[config.mk]
export PLATFORM = sky130hd
export DESIGN_NAME = key_auto_repeat_top
export DESIGN_NICKNAME = d
export VERILOG_FILES = /design/src/design/kar_pkg.sv /design/src/design/kar_div.sv /design/src/design/key_auto_repeat_top.sv
export SDC_FILE = /design/constraint.sdc
export NUM_CORES = 2
export LEC_CHECK = 0
export ABC_AREA = 0
export BUFFER_PORTS_ARGS = -buffer_cell sky130_fd_sc_hd__buf_2
export CAP_MARGIN = 10
export CORE_AREA = 8 8 280 282
export CTS_CLUSTER_SIZE = 25
export DETAILED_ROUTE_END_ITERATION = 6
export DIE_AREA = 0 0 288 290
export SETUP_SLACK_MARGIN = 0.3
export SLEW_MARGIN = 25
export SYNTH_ARGS = -nofsm -noshare
export SYNTH_HDL_FRONTEND = slang
export SYNTH_SLANG_ARGS = --single-unit
[constraint.sdc]
create_clock -name clk -period 20 [get_ports clk]
set_input_delay 4 -clock clk [delete_from_list [all_inputs] [get_ports clk]]
set_output_delay 4 -clock clk [all_outputs]
set_load 0.02 [all_outputs]
[src/design/kar_pkg.sv]
`default_nettype none

package kar_pkg;

  localparam int MASK_BITS = 10;
  localparam int SLOT_W    = 4;
  localparam int TICK_W    = 32;
  localparam int CNT_W     = 16;
  localparam int CFG_W     = 16;
  localparam int CFG_IDX_W = 2;
  localparam int RATE_W    = 2;
  localparam int SCALED_W  = 18;
  localparam int PROD_W    = SCALED_W + CNT_W;

  localparam logic [CNT_W-1:0] CNT_MAX = '1;

  typedef enum logic [CFG_IDX_W-1:0] {
    REG_DELAY    = 2'd0,
    REG_INTERVAL = 2'd1,
    REG_RATE     = 2'd2
  } cfg_reg_t;

  localparam logic [RATE_W-1:0] RATE_X2 = 2'd0;
  localparam logic [RATE_W-1:0] RATE_X3 = 2'd1;
  localparam logic [RATE_W-1:0] RATE_X1 = 2'd2;

  // tick value scaled by the frame rate mode
  function automatic logic [SCALED_W-1:0] rate_scale(input logic [CFG_W-1:0] v,
                                                     input logic [RATE_W-1:0] mode);
    logic [SCALED_W-1:0] v1;
    logic [SCALED_W-1:0] v2;
    v1 = SCALED_W'(v);
    v2 = {v1[SCALED_W-2:0], 1'b0};
    case (mode)
      RATE_X2: rate_scale = v2;
      RATE_X3: rate_scale = v2 + v1;
      RATE_X1: rate_scale = v1;
      default: rate_scale = v1;
    endcase
  endfunction

endpackage

`default_nettype wire

[src/design/kar_div.sv]
`default_nettype none

// restoring divider, one quotient bit per cycle
module kar_div import kar_pkg::*; (
  input  wire logic                clk,
  input  wire logic                rst,
  input  wire logic                start,
  input  wire logic [TICK_W-1:0]   dividend,
  input  wire logic [SCALED_W-1:0] divisor,
  output logic                     done,
  output logic [TICK_W-1:0]        quotient
);

  localparam int STEP_W = $clog2(TICK_W);
  localparam logic [STEP_W-1:0] LAST_STEP = STEP_W'(TICK_W - 1);

  logic                busy;
  logic [STEP_W-1:0]   step;
  logic [SCALED_W-1:0] rem;
  logic [TICK_W-1:0]   quot;
  logic [SCALED_W:0]   trial;
  logic                take;

  assign trial    = {rem, quot[TICK_W-1]};
  assign take     = trial >= {1'b0, divisor};
  assign quotient = quot;

  always_ff @(posedge clk) begin
    if (rst) begin
      busy <= 1'b0;
      done <= 1'b0;
      step <= '0;
      rem  <= '0;
      quot <= '0;
    end else begin
      done <= 1'b0;
      if (start) begin
        busy <= 1'b1;
        step <= '0;
        rem  <= '0;
        quot <= dividend;
      end else if (busy) begin
        if (take) begin
          rem <= SCALED_W'(trial - {1'b0, divisor});
        end else begin
          rem <= trial[SCALED_W-1:0];
        end
        quot <= {quot[TICK_W-2:0], take};
        step <= step + 1'b1;
        if (step == LAST_STEP) begin
          busy <= 1'b0;
          done <= 1'b1;
        end
      end
    end
  end

endmodule

`default_nettype wire

[src/design/key_auto_repeat_top.sv]
// Key auto-repeat (typematic) engine. Each request reports one key slot: held,
// pressed this frame, the current tick and the key's press stamp. A fresh press
// fires at once and zeroes the slot's repeat counter; a held key fires once the
// elapsed ticks pass the scaled delay by at least the scaled interval times the
// counter, and the counter then becomes the whole intervals past the delay plus
// one (saturating at 65535, or 1 for a zero interval). Every fire sets the slot's
// bit in the frame mask, which clears on frame_start. One request is worked on at
// a time and in_stall is high while it is in flight. A request passes through
// accept, scale/multiply, compare and write back when no division is needed; a
// held key that fires on the interval also waits on the shared 32-step divider,
// which produces one quotient bit per cycle. A finished result sits in the
// output register, so the next request can be accepted while it waits; write
// back of the following result waits for that register to empty. Configuration
// writes are registered and are to be made while idle.
`default_nettype none

module key_auto_repeat_top import kar_pkg::*; #(
  parameter int NUM_KEYS = 10
) (
  input  wire logic                 clk,
  input  wire logic                 rst,
  // configuration write port
  input  wire logic                 cfg_write,
  input  wire logic [CFG_IDX_W-1:0] cfg_index,
  input  wire logic [CFG_W-1:0]     cfg_data,
  // request channel
  input  wire logic                 in_valid,
  output logic                      in_stall,
  input  wire logic                 frame_start,
  input  wire logic [SLOT_W-1:0]    key_slot,
  input  wire logic                 key_held,
  input  wire logic                 key_pressed,
  input  wire logic [TICK_W-1:0]    now_tick,
  input  wire logic [TICK_W-1:0]    press_stamp,
  // result channel
  output logic                      out_valid,
  input  wire logic                 out_stall,
  output logic [SLOT_W-1:0]         slot_out,
  output logic                      repeat_fire,
  output logic [MASK_BITS-1:0]      frame_mask
);

  localparam int IDX_W = (NUM_KEYS > 1) ? $clog2(NUM_KEYS) : 1;

  typedef enum logic [2:0] {
    S_IDLE,
    S_EVAL,
    S_CMP,
    S_DIV,
    S_DONE
  } state_t;

  // configuration registers
  logic [CFG_W-1:0]  repeat_delay;
  logic [CFG_W-1:0]  repeat_interval;
  logic [RATE_W-1:0] rate_mode;

  always_ff @(posedge clk) begin
    if (rst) begin
      repeat_delay    <= '0;
      repeat_interval <= '0;
      rate_mode       <= '0;
    end else if (cfg_write) begin
      case (cfg_reg_t'(cfg_index))
        REG_DELAY:    repeat_delay    <= cfg_data;
        REG_INTERVAL: repeat_interval <= cfg_data;
        REG_RATE:     rate_mode       <= cfg_data[RATE_W-1:0];
        default:      ;
      endcase
    end
  end

  state_t              state;
  logic [CNT_W-1:0]    repeat_count [NUM_KEYS];
  logic [MASK_BITS-1:0] mask_reg;

  // request latched at accept
  logic [SLOT_W-1:0]   slot_q;
  logic                slot_ok_q;
  logic                frame_start_q;
  logic                held_q;
  logic                pressed_q;
  logic [TICK_W-1:0]   elapsed;
  logic [CNT_W-1:0]    count_q;

  // evaluation results
  logic [TICK_W-1:0]   past;
  logic                ge_delay;
  logic [SCALED_W-1:0] sint_q;
  logic [PROD_W-1:0]   need;
  logic                fire_q;
  logic                cnt_we;
  logic [CNT_W-1:0]    count_new;

  logic                slot_ok;
  logic [SCALED_W-1:0] sdelay;
  logic [SCALED_W-1:0] sint;
  logic [TICK_W:0]     diff;
  logic                fire_now;
  logic                need_div;
  logic                div_start;
  logic                div_done;
  logic [TICK_W-1:0]   quotient;
  logic [MASK_BITS-1:0] mask_new;
  logic                out_free;

  // slot must be a real key and fit in the mask
  assign slot_ok = ({1'b0, key_slot} < (SLOT_W + 1)'(NUM_KEYS)) &&
                   ({1'b0, key_slot} < (SLOT_W + 1)'(MASK_BITS));

  assign sdelay = rate_scale(repeat_delay, rate_mode);
  assign sint   = rate_scale(repeat_interval, rate_mode);
  assign diff   = {1'b0, elapsed} - (TICK_W + 1)'(sdelay);

  // fire decision, made once past and need are registered
  assign fire_now = slot_ok_q && held_q &&
                    (pressed_q || (ge_delay && (PROD_W'(past) >= need)));
  assign need_div  = fire_now && !pressed_q && (sint_q != '0);
  assign div_start = (state == S_CMP) && need_div;

  assign mask_new = (frame_start_q ? '0 : mask_reg) |
                    (fire_q ? (MASK_BITS'(1) << slot_q) : '0);

  assign out_free = !out_valid || !out_stall;
  assign in_stall = (state != S_IDLE);

  kar_div u_div (
    .clk      (clk),
    .rst      (rst),
    .start    (div_start),
    .dividend (past),
    .divisor  (sint_q),
    .done     (div_done),
    .quotient (quotient)
  );

  always_ff @(posedge clk) begin
    if (rst) begin
      state         <= S_IDLE;
      mask_reg      <= '0;
      out_valid     <= 1'b0;
      slot_out      <= '0;
      repeat_fire   <= 1'b0;
      frame_mask    <= '0;
      slot_q        <= '0;
      slot_ok_q     <= 1'b0;
      frame_start_q <= 1'b0;
      held_q        <= 1'b0;
      pressed_q     <= 1'b0;
      elapsed       <= '0;
      count_q       <= '0;
      past          <= '0;
      ge_delay      <= 1'b0;
      sint_q        <= '0;
      need          <= '0;
      fire_q        <= 1'b0;
      cnt_we        <= 1'b0;
      count_new     <= '0;
      for (int k = 0; k < NUM_KEYS; k++) begin
        repeat_count[k] <= '0;
      end
    end else begin
      // result taken downstream, unless a new one is loaded this cycle
      if (out_valid && !out_stall && (state != S_DONE)) begin
        out_valid <= 1'b0;
      end

      case (state)
        S_IDLE: begin
          if (in_valid) begin
            slot_q        <= key_slot;
            slot_ok_q     <= slot_ok;
            frame_start_q <= frame_start;
            held_q        <= key_held;
            pressed_q     <= key_pressed;
            elapsed       <= now_tick - press_stamp;
            count_q       <= slot_ok ? repeat_count[key_slot[IDX_W-1:0]] : '0;
            state         <= S_EVAL;
          end
        end

        // scale delay and interval, threshold product
        S_EVAL: begin
          past     <= diff[TICK_W-1:0];
          ge_delay <= !diff[TICK_W];
          sint_q   <= sint;
          need     <= PROD_W'(sint) * PROD_W'(count_q);
          state    <= S_CMP;
        end

        S_CMP: begin
          fire_q <= fire_now;
          cnt_we <= fire_now;
          if (need_div) begin
            state <= S_DIV;
          end else begin
            // fresh press zeroes, zero interval pins the counter at one
            count_new <= pressed_q ? '0 : CNT_W'(1);
            state     <= S_DONE;
          end
        end

        S_DIV: begin
          if (div_done) begin
            if (quotient >= TICK_W'(CNT_MAX)) begin
              count_new <= CNT_MAX;
            end else begin
              count_new <= quotient[CNT_W-1:0] + 1'b1;
            end
            state <= S_DONE;
          end
        end

        // commit state and present the result
        S_DONE: begin
          if (out_free) begin
            out_valid   <= 1'b1;
            slot_out    <= slot_q;
            repeat_fire <= fire_q;
            frame_mask  <= mask_new;
            mask_reg    <= mask_new;
            if (cnt_we) begin
              repeat_count[slot_q[IDX_W-1:0]] <= count_new;
            end
            state <= S_IDLE;
          end
        end

        default: state <= S_IDLE;
      endcase
    end
  end

endmodule

`default_nettype wire

Yosys cells after proc, flatten, opt, wreduce, memory -nomap -nowiden
Memory sizes are Yosys's and may differ from the RTL's.
Index checks and enable logic that the tools add are counted.
Operators by class
  eq/ne operators: 13
  bitwise gates (word level): 2
  $add $sub $neg: 7
  muxes and demuxes: 35
  reduce and logical (&&, ||, !) cells: 31
  $lt $le $gt $ge: 4
  shift-type cells: 1
  multiply operators: 1
Operators with widths (count)
  $mux 16: 5
  $pmux 18 s2: 2
  $mux 32: 2
  $add 17x16->18: 2
  $ge 32x34->1: 1
  $mul 18x16->34: 1
  $sub 32x18->33: 1
  $ge 32x16->1 const B: 1
  $pmux 16 s2: 1
  $sub 32x32->32: 1
  $mux 10: 2
  $ge 19x18->1: 1
  $mux 18: 1
  $reduce_bool 18->1: 1
  $sub 18x18->18: 1
  $add 16x1->16 const B: 1
  $mux 1: 16
  $reduce_or 16->1: 1
  $pmux 3 s5: 1
  $mux 3: 4
  $or 10x10->10: 1
  $reduce_and 2->1: 5
  $shl 1x4->10 const A: 1
  $logic_and 1x1->1: 8
  22 further kinds: 33
Storage, ports and cells
  word-level logic and storage cells: 121
  bits in writable memories: 160
  memories kept: 1
  input port bits: 94
  output and inout port bits: 17
  register bits after elaboration: 268
Memories
  repeat_count: words 10, width 16, read ports 1, clocked after memory_dff 0, wr ports 10, line key_auto_repeat_top.sv:74  | logic [CNT_W-1:0] repeat_count [NUM_KEYS];

Depth between registers and ports, before layout
  depth after elaboration: 8
  gate-level depth with buffers: 33
  mapped depth without buffers: 33

Modules after synthesis
A second synthesis with hierarchy kept.
Unflattened totals
  cells, all modules: 3707
  area, all modules: 33196.8 um^2
By module, submodules not included
  key_auto_repeat_top: times used 1, area each 29645.9 um^2, sequential area each 9028.7 um^2, cells each 3257
  kar_div: times used 1, area each 3550.9 um^2, sequential area each 1141.1 um^2, cells each 450

Worst setup path before layout
No wires, ideal clock.
  kind: reg-to-reg
  start: reg repeat_interval[2]
  end: reg need[30]
  stages on the path, launching flop included: 32
  setup time: 0.117 ns
  required time: 19.883 ns
  path buffers: 1
  arrival: 7.890 ns
  period minus slack after synthesis: 8.007 ns
  path slack: 11.993 ns
  cell sequence: dfxtp_1 ha_1 a21o_1 a21oi_1 o21a_1 o21bai_1 a311oi_1 xor2_1 a221oi_1 clkbuf_1 nand2_1 fa_1 fa_1 inv_1 fa_1 inv_1 fa_1 inv_1 fa_1 inv_1 fa_1 inv_1 ha_1 a211oi_1 o21bai_1 a21o_1 a31oi_1 o21bai_1 a41oi_1 a21oi_1 xor2_1 a22o_1
Between the ends
  word-level cells in the longest chain between the ends: 3
RTL lines
  from (decl): line key_auto_repeat_top.sv:55  | logic [CFG_W-1:0] repeat_interval;
  from (signal assigned): line key_auto_repeat_top.sv:66  | REG_INTERVAL: repeat_interval <= cfg_data;
  $add 17x16->18: line kar_pkg.sv:36  | RATE_X3: rate_scale = v2 + v1;
  $pmux 18 s2 *: line kar_pkg.sv:34  | case (mode)
  $mul 18x16->34 *: line key_auto_repeat_top.sv:187  | need <= PROD_W'(sint) * PROD_W'(count_q);
  to (signal assigned): line key_auto_repeat_top.sv:187
  to (decl): line key_auto_repeat_top.sv:90  | logic [PROD_W-1:0] need;
Mark *: on every way between the ends. The rest lies on a longest branch, timed or not.
A chain may end at the register's enable or synchronous reset.

Final worst setup path
  start: reg repeat_interval[1]
  end: reg need[30]
Same word-level chain as after synthesis.

==> key figures <==
Status
  – Status: completed

Route
  – Avg WL per Cell: approximately 18 microns
  – 1st-iter DRT viols: about 1700
  – Pre-antenna DRT Iters: 6
  – Routed wire length: about 86000 microns
  – Post-DRT Antenna Nets: 0
  – Vias per Instance: roughly 5.4
  – Residual DRC count: 0
  – Vias post-DR: 25300

Clock network
  – Worst skew pair latency: 0.59 ns
  – H-tree levels: 2
  – Resized Gates After CTS: 0
  – CTS root buf: clkbuf_16
  – Clock Sink Count: around 430
  – Hold buffer count at CTS: 0
  – CTS max path bufs: 3
  – CTS clk-pin slew, worst paths: 0.06 ns
  – TritonCTS clock tree: done
  – CTS Buf Count: 45
  – Setup bufs post-CTS: 0

Critical path
  – Path depth of the worst reg2reg path: 30
  – CP peak stage delay: a little under 0.8 ns
  – WP data arrival: about 9 ns
  – Crit path kind: reg2reg
  – CP startpoint kind: register
  – Flop2flop setup slack: roughly 11 ns
  – Critical Path Most Common Cell: fa_1
  – Required time worst endpoint: approximately 20 ns
  – Crit-path slowest cell: o21ai_2
  – CP Capture Type: register
  – Critical path peak fanout: 17
  – Worst R2R Start: repeat_interval[1]$_SDFFE_PP0P_
  – Reg2reg end: need[30]$_SDFFE_PP0P_

STA
  – Setup TNS: 0 ns
  – RSZ-0062 raised after global routing: false
  – Final Skew: 0.0335 ns
  – Worst slew pin tran: 1.05 ns
  – Worst relative slew slack: 0.295
  – Min Tclk post-route: roughly 8.8 ns
  – Max frequency: approximately 110 MHz
  – Hold Violations, Final: 0
  – Final setup viols: 0
  – Final Cycle Share: 0.440
  – Max-slew violation count: 0

Power and ir drop
  – Leakage: 15.8 nW
  – Worst vdd ir: 0.0662 mV
  – Pwr dens: between 60 and 70 mW/mm^2
  – Total power: roughly 2.5 mW

Synthesis
  – Number of synthesis warnings: 0
  – Mapped Cells: roughly 3600
  – Leading post-synthesis cells by cell area: dfxtp_1 (16%), edfxtp_1 (15%), fa_1 (14%)
  – Distinct cells, synth: 81
  – Share of synthesized registers carrying an async set or reset: 0
  – Mapped Nets: roughly 4200
  – Cell area after synthesis: about 0.033 sq mm
  – Post-synthesis area per instance: between 9 and 10 sq um
  – Synth Flop Type: dfxtp_1
  – FF+latch count, synth: between 400 and 500
  – Synth area leader: dfxtp_1
  – Register area share after synthesis: 0.310
  – Number of flops mapped to enable cells by yosys: 160
  – Top-area cell type share of the netlist area: 0.164

Placement
  – GP Congestion: 0.857
  – Number of port buffers: 110
  – Dpl hpwl: about 61000 microns

Cells and area
  – Register with the most flip-flops: repeat_count
  – Most frequent cells in the layout: nand2_1 (473), inv_1 (397), dfxtp_1 (266)
  – NumNets Final: approximately 4200
  – Commonest non-fill, non-tap cell in the layout: nand2_1
  – Share of layout cells above drive strength 1: 0.0837
  – Max reg flops: 160
  – Largest regs: repeat_count x160, need x34
  – Area growth syn-to-layout: 9.51%

Floorplan
  – Die Span X: between 200 and 300 microns
  – Die Ht: between 200 and 300 microns
  – Die area: approximately 0.084 sq mm
  – Num rows: 100
  – Core footprint: approximately 0.074 sq mm
  – # IOs: between 100 and 150
  – Starting density of the core: 0.444

Flow run
  – Max-cap viol count: 0

Min path
  – Hold Crit Depth: 1
  – Worst min-delay path startpoint: mask_reg[5]$_SDFFE_PP0P_
  – Worst Hold Class: reg2reg
  – Hold Path Sink: mask_reg[5]$_SDFFE_PP0P_

Global routing
  – Initial antenna violation count: 0
  – Largest net degree at the start of global routing: between 150 and 200
  – First-pass GRT wire length: 140000 microns
  – Number of global-route vias before repair: 25300
  – Total congestion overflow: 0
  – GR Util All Layers: 0.206
[synthesized netlist by cell type, types with 61 or more instances]
cell and count:
inv_1 397, a21oi_1 239, and2_1 240, nand2_1 477
o21ai_0 100, ha_1 240, fa_1 227, nor2_1 253
xnor2_1 67, edfxtp_1 160, a211oi_1 82, mux2i_1 96
nand3_1 61, clkbuf_1 151, dfxtp_1 268
[how the worst max path moves through the flow]
stage	depth (start not counted)	slack [ns]	to	startpoint
floorplan	31	11.99	need[30]$_SDFFE_PP0P_	repeat_interval[2]$_SDFFE_PP0P_
global placement	31	11.42	need[33]$_SDFFE_PP0P_	repeat_interval[1]$_SDFFE_PP0P_
detailed placement	31	11.29	need[33]$_SDFFE_PP0P_	repeat_interval[1]$_SDFFE_PP0P_
CTS	30	11.26	need[30]$_SDFFE_PP0P_	repeat_interval[1]$_SDFFE_PP0P_
global route	33	10.69	need[30]$_SDFFE_PP0P_	repeat_interval[1]$_SDFFE_PP0P_
finish	30	11.20	need[30]$_SDFFE_PP0P_	repeat_interval[1]$_SDFFE_PP0P_
[power breakdown]
part	internal (mW)	switching, mW	leakage (nW)	total [mW]
sequential	0.955	0.0639	3.72	1.02
clock	0.488	0.368	0.733	0.856
combinational	0.240	0.369	11.3	0.609
total	1.68	0.801	15.8	2.48
[logic make-up (layout without fill, tap and decap cells)]
group / count (synthesis) / count (layout) / share of synthesized area
AND/OR/NAND/NOR: 1223 / 1223 / 0.176
XOR/XNOR: 115 / 115 / 0.0307
adder cells (fa/ha/maj): 467 / 467 / 0.230
flip-flops: 428 / 428 / 0.310
buffers and inverters: 573 / 645 / 0.0657
AO/OA/AOI/OAI: 692 / 692 / 0.135
other: 0 / 1 / 0
multiplexers: 134 / 134 / 0.0533
[stage by stage]
step / hold WS (ns) / std cells / util / setup slack (ns) / instance area (sq um)
2_1_floorplan: 0.432 / 3632 / - / 11.99 / 32800
5_1_grt: 0.471 / 4673 / 0.487 / 10.69 / 35900
3_3_place_gp: 0.430 / 4590 / 0.466 / 11.42 / 34400
6_report: 0.448 / 4674 / 0.487 / 11.20 / 35900
3_5_place_dp: 0.435 / 4590 / 0.466 / 11.29 / 34400
4_1_cts: 0.453 / 4673 / 0.487 / 11.26 / 35900
[per-layer routing]
| layer | wire length, microns | vias up | global-route usage | part of all wire |
|---|---|---|---|---|
| li1 | - | 12400 | - | - |
| met1 | 40000 | 12300 | 0.289 | 0.47 |
| met2 | 40400 | 539 | 0.341 | 0.47 |
| met3 | 3860 | 85 | 0.0239 | 0.045 |
| met4 | 1360 | 0 | 0.0408 | 0.016 |
| met5 | 0 | - | 0 | 0 |
[critical path, delay by kind of cell, from the launching register on]
kind	cells	cell delay (ns)
xor gates and xnor gates	2	0.32
and+or+nand+nor	2	0.30
DFF	1	0.41
AOI/OAI and AO/OA	13	3.42
adders and majority gates	9	4.02
buffers and inverters	4	0.20
[cell type report]
type / instances / area (sq um)
inverter: 397 / 1490
tap: 969 / 1210
antenna: 1 / 2.50
fill: 7072 / 37900
sequential: 428 / 10200
timing repair buffer: 165 / 986
clock buffer: 62 / 1260
clock inverter: 21 / 253
multi-input combinational: 2631 / 20500
(Power assumes the default switching activity.)
